**src/hdl/pfcp_pkg.sv**
```systemverilog
`default_nettype none

package pfcp_pkg;

    localparam int BYTE_W  = 8;
    localparam int VALUE_W = 24;
    localparam int LIMIT_W = 8;
    localparam int EVENT_W = 3;

    localparam logic [BYTE_W-1:0] CH_START = 8'h57;
    localparam logic [BYTE_W-1:0] CH_END   = 8'h58;
    localparam logic [BYTE_W-1:0] CH_TEMP  = 8'h54;
    localparam logic [BYTE_W-1:0] CH_LEARN = 8'h4C;
    localparam logic [BYTE_W-1:0] CH_ID    = 8'h46;
    localparam logic [BYTE_W-1:0] CH_MODE  = 8'h4D;
    localparam logic [BYTE_W-1:0] CH_ZERO  = 8'h30;
    localparam logic [BYTE_W-1:0] CH_NINE  = 8'h39;

    localparam logic [VALUE_W-1:0] VALUE_MAX = 24'd9999999;

    typedef enum logic [EVENT_W-1:0] {
        EV_NONE    = 3'd0,
        EV_LIMIT   = 3'd1,
        EV_LEARN   = 3'd2,
        EV_ID      = 3'd3,
        EV_MODE    = 3'd4,
        EV_UNKNOWN = 3'd5
    } event_t;

endpackage

`default_nettype wire

```
**src/hdl/pfcp_dec_acc.sv**
```systemverilog
`default_nettype none

module pfcp_dec_acc (
    input  wire logic [pfcp_pkg::VALUE_W-1:0] acc_i,
    input  wire logic [pfcp_pkg::BYTE_W-1:0]  byte_i,
    output logic                               is_digit_o,
    output logic [pfcp_pkg::VALUE_W-1:0]      acc_o
);
    import pfcp_pkg::*;

    localparam int PROD_W = VALUE_W + 4;

    logic [PROD_W-1:0] times_ten;
    logic [PROD_W-1:0] sum;
    logic [BYTE_W-1:0] digit;

    always_comb begin
        is_digit_o = (byte_i >= CH_ZERO) && (byte_i <= CH_NINE);
        digit      = byte_i - CH_ZERO;
        times_ten  = {1'b0, acc_i, 3'b000} + {3'b000, acc_i, 1'b0};
        sum        = times_ten + PROD_W'(digit[3:0]);
        if (sum > PROD_W'(VALUE_MAX)) begin
            acc_o = VALUE_MAX;
        end else begin
            acc_o = sum[VALUE_W-1:0];
        end
    end

endmodule

`default_nettype wire

```
**src/hdl/panel_frame_command_parser_core.sv**
```systemverilog
`default_nettype none
// Command frame parser for a serial control panel.
// The input channel (s_valid, s_ready, s_rx_byte) takes one received byte per item.
// A frame is 'W', a command letter, a payload and a closing 'X'. The payload's
// leading decimal digits form a value that saturates at 9999999.
// The result channel (m_valid, m_ready, m_*) gives exactly one item per input byte:
// the event code, the value of a frame closed by that byte, and the current
// temperature limit and mode settings after that byte.
// An accepted byte is held in an input register; when the result register can
// advance, it goes through the parser into the result register, which presents
// its result. One byte per cycle is sustained while the receiver takes results
// every cycle.
// When the receiver stalls, the result register holds its item and the input
// register fills; s_ready drops only once both are full.
// Reset (aresetn low at a clock edge) empties both registers, closes any open
// frame and clears the temperature limit and the mode.

module panel_frame_command_parser_core #(
    parameter int MAX_FRAME = 10
) (
    input  wire logic                              aclk,
    input  wire logic                              aresetn,
    input  wire logic                              s_valid,
    output logic                                   s_ready,
    input  wire logic [pfcp_pkg::BYTE_W-1:0]       s_rx_byte,
    output logic                                   m_valid,
    input  wire logic                              m_ready,
    output logic [pfcp_pkg::EVENT_W-1:0]           m_event_res,
    output logic [pfcp_pkg::VALUE_W-1:0]           m_value,
    output logic [pfcp_pkg::LIMIT_W-1:0]           m_temp_limit,
    output logic [pfcp_pkg::VALUE_W-1:0]           m_mode_value
);
    import pfcp_pkg::*;

    localparam int CNT_W = $clog2(MAX_FRAME);
    localparam logic [CNT_W:0] FRAME_LIMIT = (CNT_W + 1)'(MAX_FRAME);
    localparam logic [CNT_W-1:0] CNT_ONE = CNT_W'(1);

    logic                in_valid_reg;
    logic [BYTE_W-1:0]   in_byte_reg;
    logic                out_valid_reg;
    event_t              out_event_reg;
    logic [VALUE_W-1:0]  out_value_reg;

    logic [CNT_W-1:0]    count_reg, count_next;
    logic [BYTE_W-1:0]   cmd_reg, cmd_next;
    logic [VALUE_W-1:0]  acc_reg, acc_next;
    logic                ended_reg, ended_next;
    logic [LIMIT_W-1:0]  limit_reg, limit_next;
    logic [VALUE_W-1:0]  mode_reg, mode_next;
    event_t              event_next;
    logic [VALUE_W-1:0]  value_next;

    logic                advance;
    logic                fire;
    logic                is_digit;
    logic [VALUE_W-1:0]  acc_step;
    logic [BYTE_W-1:0]   cmd_sel;
    logic [CNT_W:0]      count_inc;

    assign advance = !out_valid_reg || m_ready;
    assign fire    = in_valid_reg && advance;
    assign s_ready = !in_valid_reg || advance;

    pfcp_dec_acc u_dec_acc (
        .acc_i      (acc_reg),
        .byte_i     (in_byte_reg),
        .is_digit_o (is_digit),
        .acc_o      (acc_step)
    );

    always_comb begin
        count_next = count_reg;
        cmd_next   = cmd_reg;
        acc_next   = acc_reg;
        ended_next = ended_reg;
        limit_next = limit_reg;
        mode_next  = mode_reg;
        event_next = EV_NONE;
        value_next = '0;
        cmd_sel    = (count_reg == CNT_ONE) ? CH_END : cmd_reg;
        count_inc  = {1'b0, count_reg} + (CNT_W + 1)'(1);

        if (count_reg == '0) begin
            if (in_byte_reg == CH_START) begin
                count_next = CNT_ONE;
            end
        end else if (in_byte_reg == CH_END) begin
            value_next = acc_reg;
            case (cmd_sel)
                CH_TEMP: begin
                    limit_next = acc_reg[LIMIT_W-1:0];
                    event_next = EV_LIMIT;
                end
                CH_LEARN: event_next = EV_LEARN;
                CH_ID:    event_next = EV_ID;
                CH_MODE: begin
                    mode_next  = acc_reg;
                    event_next = EV_MODE;
                end
                default:  event_next = EV_UNKNOWN;
            endcase
            count_next = '0;
            cmd_next   = '0;
            acc_next   = '0;
            ended_next = 1'b0;
        end else begin
            if (count_reg == CNT_ONE) begin
                cmd_next = in_byte_reg;
            end else if (!ended_reg) begin
                if (is_digit) begin
                    acc_next = acc_step;
                end else begin
                    ended_next = 1'b1;
                end
            end
            if (count_inc >= FRAME_LIMIT) begin
                count_next = '0;
                cmd_next   = '0;
                acc_next   = '0;
                ended_next = 1'b0;
            end else begin
                count_next = count_inc[CNT_W-1:0];
            end
        end
    end

    always_ff @(posedge aclk) begin
        if (!aresetn) begin
            in_valid_reg  <= 1'b0;
            out_valid_reg <= 1'b0;
            count_reg     <= '0;
            cmd_reg       <= '0;
            acc_reg       <= '0;
            ended_reg     <= 1'b0;
            limit_reg     <= '0;
            mode_reg      <= '0;
        end else begin
            if (s_ready) begin
                in_valid_reg <= s_valid;
            end
            if (advance) begin
                out_valid_reg <= in_valid_reg;
            end
            if (fire) begin
                count_reg <= count_next;
                cmd_reg   <= cmd_next;
                acc_reg   <= acc_next;
                ended_reg <= ended_next;
                limit_reg <= limit_next;
                mode_reg  <= mode_next;
            end
        end
    end

    always_ff @(posedge aclk) begin
        if (s_ready && s_valid) begin
            in_byte_reg <= s_rx_byte;
        end
        if (fire) begin
            out_event_reg <= event_next;
            out_value_reg <= value_next;
        end
    end

    assign m_valid      = out_valid_reg;
    assign m_event_res  = out_event_reg;
    assign m_value      = out_value_reg;
    assign m_temp_limit = limit_reg;
    assign m_mode_value = mode_reg;

    a_count_bound: assert property (@(posedge aclk) disable iff (!aresetn)
        {1'b0, count_reg} < FRAME_LIMIT)
        else $error("Frame byte count reached the frame limit.");

    a_acc_bound: assert property (@(posedge aclk) disable iff (!aresetn)
        acc_reg <= VALUE_MAX)
        else $error("Digit accumulator exceeds the saturation value.");

    a_close_clears: assert property (@(posedge aclk) disable iff (!aresetn)
        (fire && event_next != EV_NONE) |=> (count_reg == '0 && acc_reg == '0))
        else $error("Frame state not cleared after a frame closed.");

    a_value_only_on_event: assert property (@(posedge aclk) disable iff (!aresetn)
        m_valid |-> (m_event_res != EV_NONE || m_value == '0))
        else $error("Nonzero value reported without an event.");

    a_hold_on_stall: assert property (@(posedge aclk) disable iff (!aresetn)
        (m_valid && !m_ready) |=> (m_valid && $stable(m_mode_value)
            && $stable(m_temp_limit)))
        else $error("Settings changed while a result was stalled.");

endmodule

`default_nettype wire
```
**config.mk**
```make
export PLATFORM = sky130hd
export DESIGN_NAME = panel_frame_command_parser_core
export DESIGN_NICKNAME = d
export VERILOG_FILES = /design/src/hdl/pfcp_pkg.sv /design/src/hdl/pfcp_dec_acc.sv /design/src/hdl/panel_frame_command_parser_core.sv
export SDC_FILE = /design/constraint.sdc
export NUM_CORES = 1
export LEC_CHECK = 0
export BUFFER_PORTS_ARGS = -buffer_cell sky130_fd_sc_hd__buf_2
export CAP_MARGIN = 20
export CORE_UTILIZATION = 60
export DETAILED_ROUTE_END_ITERATION = 8
export GPL_TIMING_DRIVEN = 0
export PLACE_DENSITY_LB_ADDON = 0.3
export SYNTH_ARGS = -nofsm -noshare
export SYNTH_HDL_FRONTEND = slang
export SYNTH_SLANG_ARGS = --single-unit
```
**constraint.sdc**
```tcl
create_clock -name aclk -period 5.37 [get_ports aclk]
set_input_delay 0 -clock aclk [delete_from_list [all_inputs] [get_ports aclk]]
set_output_delay 0 -clock aclk [all_outputs]
set_load 0.01 [all_outputs]
```
==> qor.tcl, run 1 <==
set qor(relSlewSlack_pct) 50.3
set qor(place.gp.congestion) 0.958
set qor(synthMostInstantiatedCell) {sky130_fd_sc_hd__nand2_1}
set qor(route.detailed.drc) 0
set qor(synth.area.top_cells) {sky130_fd_sc_hd__dfxtp_1, sky130_fd_sc_hd__edfxtp_1, sky130_fd_sc_hd__ha_1}
set qor(filler_cell_count) 790
set qor(detailroute.via_count) 5544
set qor(ctsHtreeMaxLevel) 3
set qor(reg2regPathDepth) 13
set qor(design_power_total_w) 0.00138
set qor(layout-drive-gt1-share_pct) 17.9
set qor(timing.final.hold_violations) 0
set qor(grt_util_all_layers_pct) 30.3
set qor(syn_area_um2) 6340
set qor(place_inst) 873
set qor(grt_first_pass_wirelength_um) 26500
set qor(grt_setup_unrepaired) {false}
set qor(finalClockSkew_ns) 0.00780
set qor(synthTopCellsByCount) {sky130_fd_sc_hd__nand2_1, sky130_fd_sc_hd__dfxtp_1, sky130_fd_sc_hd__ha_1}
set qor(fraction_of_the_cycle_the_final_worst_path_needs_pct) 77.1
set qor(initial_core_util_pct) 61.7
set qor(numCtsBuffers) 9
set qor(post_synth.cell_area_avg_um2) 9.55
set qor(globalRouteOverflowTotal) 0
set qor(async_flop_share_pct) 0
set qor(max_stage_delay_on_crit_path_ns) 0.53
set qor(placement.io_buffers) 72
set qor(placement_cell_area_um2) 6900
set qor(setup.worst_path.start_class) {flop}
set qor(worstHoldStart) {aresetn}
set qor(critical_path_peak_fanout) 10
set qor(power.static_leakage_nw) 2.95
set qor(reg2reg_from) {acc_reg[0]}
set qor(timing.final.max_slew_violations) 0
set qor(tritoncts_clock_tree) {done}
set qor(die_w_um) 105
set qor(dpl_worst_slack_ns) 1.31
set qor(synth-seq-cells) 106
set qor(worst_r2r_endpoint) {acc_reg[9]}
set qor(report.final.setup_viol) 0
set qor(synth_largest_area_cell) {sky130_fd_sc_hd__dfxtp_1}
set qor(power.ir.vdd_worst_uv) 137
set qor(final_cell_area_um2) 7190
set qor(cts.root.buffer_cell) {sky130_fd_sc_hd__clkbuf_8}
set qor(detailed_placer_s_ending_hpwl_um) 11800
set qor(worst-path-buf-inv) 3
set qor(insertedDiodeCount) 0
set qor(timing_worst_slew_pin_value_ns) 0.738
set qor(fp-row-count) 37
set qor(synth_nets) 729
set qor(seqCellArea_um2) 2470
set qor(timing_worst_setup_path_type) {reg2reg}
set qor(cpMaxStageDelayCell) {sky130_fd_sc_hd__o311ai_4}
set qor(crit_path_cell_trace) {inv_1 -> fa_1 -> inv_1 -> fa_1 -> a21o_1 -> a221oi_4 -> o21ai_2 -> a21o_4 -> xnor2_4 -> o2111ai_2 -> o311ai_4 -> buf_6 -> a41oi_2}
set qor(drt.antenna.violating_nets) 0
set qor(drt-pass1-iter-count) 5
set qor(design.portCount) 73
set qor(number_of_library_cell_types_mapped_by_synthesis) 81
set qor(cts.repair.resized) 0
set qor(worst_setup_path_end_kind) {flop}
set qor(number_of_global_route_vias_before_repair) 5373
set qor(detail_route.iter0.violations) 447
set qor(clkSlewWorstSetupHoldPaths_ns) 0.10
set qor(yosysWarningCount) 0
set qor(number_of_standard_cells_after_synthesis) 664
set qor(finish.cell_count_without_fillers) 900
set qor(die_height_um) 105
set qor(arrival_ns) 4.38
set qor(cp_top_family) {compound AO/OA/AOI/OAI gates}
set qor(layout_setup_ws_ns) 1.23
set qor(postCtsSetupBuffers) 0
set qor(totalWireLength_um) 16000
set qor(route.detailed.wl_per_inst_um) 17.8
set qor(edff_count_synth) 35
set qor(min_period_ns) 4.14
set qor(cts.path.max_buffers) 2
set qor(clock_latency_ns) 0.37
set qor(design.die.area_um2) 11000
set qor(timing.hold.worst.class) {in2reg}
set qor(ys_seq_area_share_pct) 39.0
set qor(run_status) {complete, no violations}
set qor(clock-sinks) 106
set qor(post-synth-top-area-fraction_pct) 22.4
set qor(number_of_antenna_violations_at_the_first_check_in_global_routing) 0
set qor(multi_input_area_um2) 3640
set qor(number_of_stages_on_the_worst_hold_path) 3
set qor(ff2ff_setup_slack_ns) 1.23
set qor(powerDensity_nw_per_um2) 192
set qor(grt_start_max_net_pins) 22
set qor(dominantRegCellSynth) {sky130_fd_sc_hd__dfxtp_1}
set qor(max_clock_freq_ghz) 0.242
set qor(fp.coreArea_um2) 10300
set qor(nNetsFinal) 824
set qor(drv.max_cap_violation_count) 0
set qor(setup_tns_ns) 0
set qor(syn2layout_area_growth_pct) 13.5
set qor(viasPerCell) 6.16
set qor(worst-endpoint-required_ns) 5.61
set qor(holdPathEnd) {m_mode_value[7]}
==> worst max-delay path by stage <==
stage | from | endpoint | slack, ns | cells past startpoint
2_1_floorplan | in_byte_reg[3] | acc_reg[12] | 1.79 | 13
3_3_place_gp | acc_reg[0] | acc_reg[0] | 1.39 | 13
3_5_place_dp | acc_reg[0] | acc_reg[9] | 1.31 | 13
4_1_cts | acc_reg[0] | acc_reg[9] | 1.29 | 13
5_1_grt | acc_reg[0] | acc_reg[1] | 1.01 | 13
6_report | acc_reg[0] | acc_reg[9] | 1.23 | 13
==> final cells by class <==
type,count,area share (%)
Multi-Input combinational cell,503,50.6
Clock buffer,10,1.91
Tap cell,136,2.37
Buffer,31,1.91
Clock inverter,6,0.678
Sequential cell,106,34.4
Timing Repair Buffer,84,6.92
Inverter,24,1.25
==> metrics by stage <==
stage | hold slack [ns] | util, %
global placement | 0.177 | 66.8
CTS | 0.153 | 70.0
detailed placement | 0.178 | 67.1
global route | 0.190 | 70.0
finish | 0.155 | 70.0
floorplan | 0.0989 | -
==> per-layer routing <==
metal	global-route usage, %	routed length (um)
met1	40.3	6890
met5	0	0
met2	50.4	7600
met3	6.05	1320
met4	8.35	220
==> timing repair <==
item                                    4_1_cts  5_1_grt
endpoints found under the setup margin        0        0
endpoints found under the hold margin        10        0
hold buffers                                 11        0
==> layout by cell type, fill, tap and decap left out, drive strengths merged, types with 11 or more instances in the layout <==
| cell | instances |
|---|---|
| a41oi | 13 |
| nand2 | 89 |
| ha | 51 |
| a21boi | 28 |
| inv | 27 |
| clkbuf | 34 |
| buf | 80 |
| a21oi | 44 |
| nor2b | 19 |
| dfxtp | 71 |
| edfxtp | 35 |
| o21ai | 22 |
| and2 | 30 |
| nor2 | 40 |
| nor3 | 16 |
| dlygate4sd3 | 11 |
==> tightest hold or removal path: stages <==
cell                       delay, ns
sky130_fd_sc_hd__buf_2          0.14
sky130_fd_sc_hd__clkbuf_1       0.19
sky130_fd_sc_hd__a21boi_0       0.16
==> logic make-up after synthesis <==
group           after synthesis  synth area share, %
compound gates              177                 22.4
xor+xnor                     18                 3.32
fa+ha+maj                    53                 10.7
buf+inv                      55                 3.59
flops                       106                 39.0
mux                          11                 1.80
simple gates                244                 19.2
==> where the power goes <==
group	switching [W]	internal [W]	total, W
Combinational	0.0000346	0.0000250	0.0000596
Sequential	0.00000519	0.000839	0.000844
Clock	0.000287	0.000188	0.000475
Total	0.000327	0.00105	0.00138
Note: power is estimated with default switching activity, not from simulation.
==> run 2, diff against run 1 <==
--- a/config.mk
+++ b/config.mk
@@ -5,6 +5,7 @@
 export SDC_FILE = /design/constraint.sdc
 export NUM_CORES = 1
 export LEC_CHECK = 0
+export ABC_AREA = 1
 export BUFFER_PORTS_ARGS = -buffer_cell sky130_fd_sc_hd__buf_2
 export CAP_MARGIN = 20
 export CORE_UTILIZATION = 60
==> constraint.sdc (replaced) <==
create_clock -name aclk -period 3.92 [get_ports aclk]
set_input_delay 0 -clock aclk [delete_from_list [all_inputs] [get_ports aclk]]
set_output_delay 0 -clock aclk [all_outputs]
set_load 0.01 [all_outputs]
==> run 2 against run 1 <==
- register-to-register slack worse by 0.87 ns
- sequential share of layout area down 1.8 points
- sequential cell count is the same
- routed wire length increased by 3.4%
- sequential power up 37%
- clock-buffer cell count increased by 2
- first-iteration DRC count is 4.7% lower
- cell count up 32%
- global-route usage down 0.40 points
- critical path depth is 4 higher
- highest routed layer unchanged
==> qor.tcl, run 2 <==
set qor(run_status) {complete, no violations}
set qor(cts.repair.resized) 0
set qor(final_cell_area_um2) 7590
set qor(grt_first_pass_wirelength_um) 26800
set qor(synthMostInstantiatedCell) {sky130_fd_sc_hd__nand2_1}
set qor(timing.hold.ws_ns) 0.331
set qor(powerDensity_nw_per_um2) 254
set qor(placement_cell_area_um2) 7270
set qor(dpl_worst_slack_ns) 0.488
set qor(setup_tns_ns) 0
set qor(drt-pass1-iter-count) 5
set qor(max_clock_freq_ghz) 0.281
set qor(numCtsBuffers) 9
set qor(critical_path_peak_fanout) 10
set qor(clock-sinks) 106
set qor(grt_setup_unrepaired) {false}
set qor(timing.final.max_slew_violations) 0
set qor(crit_path_cell_trace) {inv_1 -> fa_1 -> inv_1 -> fa_1 -> nand3_1 -> nand3_1 -> nand2_1 -> nand2_2 -> nand2_1 -> nand3_1 -> nand2_1 -> nand3_1 -> nor2_1 -> nand4_2 -> buf_2 -> nand4_1 -> nand2_1}
set qor(clkSlewWorstSetupHoldPaths_ns) 0.11
set qor(edff_count_synth) 35
set qor(initial_core_util_pct) 61.8
set qor(number_of_antenna_violations_at_the_first_check_in_global_routing) 0
set qor(globalRouteOverflowTotal) 0
set qor(detail_route.iter0.violations) 426
set qor(viasPerCell) 5.21
set qor(arrival_ns) 3.84
set qor(synth-seq-cells) 106
set qor(power.ir.vdd_worst_uv) 276
set qor(layout_commonest_cell) {sky130_fd_sc_hd__nand2_1}
set qor(clock_latency_ns) 0.39
set qor(insertedDiodeCount) 0
set qor(async_flop_share_pct) 0
set qor(timing_worst_setup_path_type) {reg2reg}
set qor(syn_area_um2) 6700
set qor(synth_largest_area_cell) {sky130_fd_sc_hd__dfxtp_1}
set qor(worst-endpoint-required_ns) 4.20
set qor(syn2layout_area_growth_pct) 13.3
set qor(totalWireLength_um) 16600
set qor(nNetsFinal) 1111
set qor(die_w_um) 108
set qor(fp-row-count) 38
set qor(post_synth.cell_area_avg_um2) 7.06
set qor(synthTopCellsByCount) {sky130_fd_sc_hd__nand2_1, sky130_fd_sc_hd__inv_1, sky130_fd_sc_hd__dfxtp_1}
set qor(route.detailed.drc) 0
set qor(design.portCount) 73
set qor(placement.io_buffers) 72
set qor(ctsHtreeMaxLevel) 3
set qor(timing_worst_slew_pin_value_ns) 0.605
set qor(post-synth-top-area-fraction_pct) 21.2
set qor(mostFrequentLayoutCells) {sky130_fd_sc_hd__nand2_1, sky130_fd_sc_hd__inv_1, sky130_fd_sc_hd__buf_2, sky130_fd_sc_hd__dfxtp_1, sky130_fd_sc_hd__a21oi_1}
set qor(layout-drive-gt1-share_pct) 13.7
set qor(finalClockSkew_ns) 0.0151
set qor(detailroute.via_count) 6208
set qor(synth.area.top_cells) {sky130_fd_sc_hd__dfxtp_1, sky130_fd_sc_hd__edfxtp_1, sky130_fd_sc_hd__nand2_1}
set qor(synth_nets) 1015
set qor(die_height_um) 108
set qor(max_stage_delay_on_crit_path_ns) 0.57
set qor(power.static_leakage_nw) 3.98
set qor(dominantRegCellSynth) {sky130_fd_sc_hd__dfxtp_1}
set qor(worst_setup_path_end_kind) {flop}
set qor(setup.worst_path.start_class) {flop}
set qor(cts.path.max_buffers) 2
set qor(yosysWarningCount) 0
set qor(drt.antenna.violating_nets) 0
set qor(detailed_placer_s_ending_hpwl_um) 12800
set qor(number_of_global_route_vias_before_repair) 5707
set qor(grt_start_max_net_pins) 19
set qor(tritoncts_clock_tree) {done}
set qor(fp.coreArea_um2) 10800
set qor(cp_top_family) {simple AND/OR/NAND/NOR gates}
set qor(report.final.setup_viol) 0
set qor(design.die.area_um2) 11600
set qor(ys_seq_area_share_pct) 36.9
set qor(number_of_library_cell_types_mapped_by_synthesis) 38
set qor(fraction_of_the_cycle_the_final_worst_path_needs_pct) 90.7
set qor(drv.max_cap_violation_count) 0
set qor(place.gp.congestion) 0.935
set qor(timing.hold.worst.class) {in2reg}
set qor(layout_setup_ws_ns) 0.363
set qor(filler_cell_count) 951
set qor(relSlewSlack_pct) 59.4
set qor(number_of_standard_cells_after_synthesis) 950
set qor(min_period_ns) 3.56
set qor(worst-path-buf-inv) 3
set qor(grt_util_all_layers_pct) 29.9
set qor(route.detailed.wl_per_inst_um) 13.9
set qor(timing.final.hold_violations) 0
set qor(cpMaxStageDelayCell) {sky130_fd_sc_hd__fa_1}
set qor(cts.root.buffer_cell) {sky130_fd_sc_hd__clkbuf_8}
## run 2: cell families after synthesis
logic type,after synthesis,synth area share [%]
fa+ha+maj,53,10.1
flops,106,36.9
simple gates,458,30.8
xor+xnor,10,1.31
compound gates,110,8.51
buf+inv,213,12.4
## run 2: worst paths after layout
check / from / end / slack [ns] / depth (start not counted)
max: in_byte_reg[3] / acc_reg[11] / 0.36 / 17
min reg2reg: m_temp_limit[2] / m_temp_limit[2] / 0.45 / 2
min: s_rx_byte[7] / in_byte_reg[7] / 0.33 / 2
max reg2reg: in_byte_reg[3] / acc_reg[11] / 0.36 / 17
## run 2: layout make-up
cell class                      instances  area (um^2)  area share, %
Multi-Input combinational cell        631         3400           44.8
Tap cell                              140          175           2.31
Buffer                                 20          104           1.37
Clock buffer                           12          176           2.32
Clock inverter                          4         28.8          0.379
Timing Repair Buffer                   85          508           6.69
Inverter                              193          724           9.54
Sequential cell                       106         2470           32.6
## run 2: repair_timing
| item | in CTS | in global routing |
|---|---|---|
| endpoints found under the hold margin | 13 | 0 |
| buffers inserted | 0 | 0 |
| hold buffers | 12 | 0 |
## run 2: stage by stage
step / total power, W / cells / util (%)
after floorplan: 0.00122 / 950 / -
after global placement: 0.00125 / 1162 / 66.8
after detailed placement: 0.00126 / 1163 / 67.0
after CTS: 0.00194 / 1191 / 70.0
after global routing: 0.00199 / 1191 / 70.0
final: 0.00193 / 1191 / 70.0
## run 2: report_power, final
part / leakage, nW / internal, W / switching (W)
clock: 0.110 / 0.000309 / 0.000381
combinational: 2.96 / 0.0000332 / 0.0000500
sequential: 0.907 / 0.00115 / 0.00000813
total: 3.98 / 0.00149 / 0.000439
## run 2: per-layer routing
layer  vias to the layer above  routed length (um)  global-route usage (%)
li1                       3194                   -                       -
met1                      2777                7240                    37.9
met2                       188                7730                    49.2
met3                        49                1010                    6.05
met4                         0                 606                    13.1
met5                         -                   0                       0
==> run 3, diff against run 2 <==
--- a/config.mk
+++ b/config.mk
@@ -8,6 +8,7 @@
 export ABC_AREA = 1
 export BUFFER_PORTS_ARGS = -buffer_cell sky130_fd_sc_hd__buf_2
 export CAP_MARGIN = 20
+export CORE_ASPECT_RATIO = 1.4
 export CORE_UTILIZATION = 60
 export DETAILED_ROUTE_END_ITERATION = 8
 export GPL_TIMING_DRIVEN = 0
==> run 3 against run 2 <==
- clock skew decreased by 0.0091 ns
- setup slack better by 0.091 ns
- die area about the same
- non-clock buffer count is the same
- core utilization grew 0.74 points
- cell count about the same
- maximum frequency is 2.6% higher
- sequential power about the same
- first-iteration DRC count decreased by 6.8%
- cell area increased by 1.3%
==> qor.tcl, run 3 (synthesized netlist as in run 2, its figures left out) <==
set qor(die_w_um) 91.3
set qor(critical_path_peak_fanout) 10
set qor(design.die.area_um2) 11600
set qor(mostFrequentLayoutCells) {sky130_fd_sc_hd__nand2_1, sky130_fd_sc_hd__inv_1, sky130_fd_sc_hd__buf_2, sky130_fd_sc_hd__dfxtp_1, sky130_fd_sc_hd__a21oi_1}
set qor(globalRouteOverflowTotal) 0
set qor(place.gp.congestion) 0.936
set qor(worst_setup_path_end_kind) {flop}
set qor(max_clock_freq_ghz) 0.289
set qor(fp.coreArea_um2) 10900
set qor(route.detailed.wl_per_inst_um) 14.1
set qor(drt.antenna.violating_nets) 0
set qor(ff2ff_setup_slack_ns) 0.45
set qor(fraction_of_the_cycle_the_final_worst_path_needs_pct) 88.4
set qor(initial_core_util_pct) 61.7
set qor(fp-row-count) 45
set qor(cts.path.max_buffers) 2
set qor(design_power_total_w) 0.00215
set qor(timing.final.hold_violations) 0
set qor(power.ir.vdd_worst_uv) 182
set qor(layout-drive-gt1-share_pct) 13.7
set qor(arrival_ns) 3.70
set qor(numCtsBuffers) 9
set qor(number_of_global_route_vias_before_repair) 5903
set qor(number_of_stages_on_the_worst_hold_path) 2
set qor(hold_buffers) 12
set qor(placement.io_buffers) 72
set qor(worstHoldStart) {s_rx_byte[3]}
set qor(powerDensity_nw_per_um2) 280
set qor(min_period_ns) 3.47
set qor(clock-sinks) 106
set qor(viasPerCell) 5.22
set qor(grt_util_all_layers_pct) 29.7
set qor(detailroute.via_count) 6228
set qor(grt_first_pass_wirelength_um) 27200
set qor(clkSlewWorstSetupHoldPaths_ns) 0.07
set qor(drv.max_cap_violation_count) 0
set qor(filler_cell_count) 879
set qor(holdPathEnd) {in_byte_reg[3]}
set qor(cts.repair.resized) 0
set qor(worst-endpoint-required_ns) 4.16
set qor(layout_setup_ws_ns) 0.454
set qor(setup_tns_ns) 0
set qor(timing.hold.worst.class) {in2reg}
set qor(totalWireLength_um) 16800
set qor(cts.root.buffer_cell) {sky130_fd_sc_hd__clkbuf_16}
set qor(timing_worst_slew_pin_value_ns) 0.622
set qor(detailed_placer_s_ending_hpwl_um) 12900
set qor(ctsHtreeMaxLevel) 3
set qor(insertedDiodeCount) 0
set qor(grt_start_max_net_pins) 22
set qor(timing.final.max_slew_violations) 0
set qor(number_of_antenna_violations_at_the_first_check_in_global_routing) 0
set qor(detail_route.iter0.violations) 397
set qor(finalClockSkew_ns) 0.00604
set qor(reg2regPathDepth) 17
set qor(syn2layout_area_growth_pct) 14.7
set qor(reg2reg_from) {in_byte_reg[3]}
set qor(run_status) {complete, no violations}
set qor(power.static_leakage_nw) 4.02
set qor(design.portCount) 73
set qor(layout_commonest_cell) {sky130_fd_sc_hd__nand2_1}
set qor(worst_r2r_endpoint) {acc_reg[8]}
set qor(tritoncts_clock_tree) {done}
set qor(dpl_worst_slack_ns) 0.490
set qor(postCtsSetupBuffers) 0
set qor(timing_worst_setup_path_type) {reg2reg}
set qor(report.final.setup_viol) 0
set qor(clock_latency_ns) 0.35
set qor(timing.hold.ws_ns) 0.374
set qor(grt_setup_unrepaired) {false}
set qor(die_height_um) 127
set qor(nNetsFinal) 1111
set qor(setup.worst_path.start_class) {flop}
set qor(drt-pass1-iter-count) 5
set qor(relSlewSlack_pct) 58.3
set qor(route.detailed.drc) 0
==> run 3: through the flow <==
step / area [um^2] / std cells / util, %
5_1_grt: 7690 / 1192 / 70.8
6_report: 7690 / 1192 / 70.8
4_1_cts: 7690 / 1192 / 70.8
2_1_floorplan: 6700 / 950 / -
3_3_place_gp: 7240 / 1163 / 66.6
3_5_place_dp: 7270 / 1164 / 66.9
==> run 3: per-layer routing <==
metal  track usage (%)  vias up  share of wire, %
met5                 0        -                 0
li1                  -     3191                 -
met3              3.45       43               4.2
met4              13.2        0               2.7
met2              55.2      195                52
met1              33.9     2799                41
==> run 3: report_power, final <==
| group | switching [W] | total (W) | internal [W] | leakage (nW) |
|---|---|---|---|---|
| clock | 0.000410 | 0.000912 | 0.000502 | 0.152 |
| combinational | 0.0000502 | 0.0000835 | 0.0000333 | 2.96 |
| sequential | 0.00000837 | 0.00116 | 0.00115 | 0.907 |
==> run 3: critical path, stage by stage, from the launching register on <==
cell and delay (ns):
sky130_fd_sc_hd__edfxtp_1 0.40, sky130_fd_sc_hd__inv_1 0.12, sky130_fd_sc_hd__fa_1 0.55, sky130_fd_sc_hd__inv_1 0.07, sky130_fd_sc_hd__fa_1 0.50, sky130_fd_sc_hd__nand3_1 0.12, sky130_fd_sc_hd__nand3_1 0.21, sky130_fd_sc_hd__nand2_1 0.14
sky130_fd_sc_hd__nand2_2 0.09, sky130_fd_sc_hd__nand2_1 0.10, sky130_fd_sc_hd__nand3_1 0.08, sky130_fd_sc_hd__nand2_1 0.07, sky130_fd_sc_hd__nand3_1 0.08, sky130_fd_sc_hd__nor2_1 0.16, sky130_fd_sc_hd__nand4_2 0.21, sky130_fd_sc_hd__buf_2 0.25
sky130_fd_sc_hd__nand4_1 0.13, sky130_fd_sc_hd__nand2_1 0.07
==> run 3: how the worst max path moves through the flow <==
stage | start | to | slack (ns) | depth (start not counted)
final | in_byte_reg[3] | acc_reg[8] | 0.45 | 17
after CTS | in_byte_reg[3] | acc_reg[8] | 0.46 | 17
after detailed placement | in_byte_reg[3] | acc_reg[8] | 0.49 | 17
after floorplan | in_byte_reg[3] | acc_reg[10] | 1.01 | 21
after global placement | in_byte_reg[3] | acc_reg[11] | 0.54 | 17
after global routing | in_byte_reg[3] | acc_reg[3] | 0.18 | 21
==> run 3: layout make-up <==
| type | count | area [um^2] | area share (%) |
|---|---|---|---|
| Buffer | 20 | 104 | 1.35 |
| Clock buffer | 9 | 225 | 2.93 |
| Clock inverter | 7 | 77.6 | 1.01 |
| Inverter | 193 | 724 | 9.42 |
| Multi-Input combinational cell | 631 | 3400 | 44.2 |
| Sequential cell | 106 | 2470 | 32.2 |
| Tap cell | 141 | 176 | 2.29 |
| Timing Repair Buffer | 85 | 508 | 6.61 |
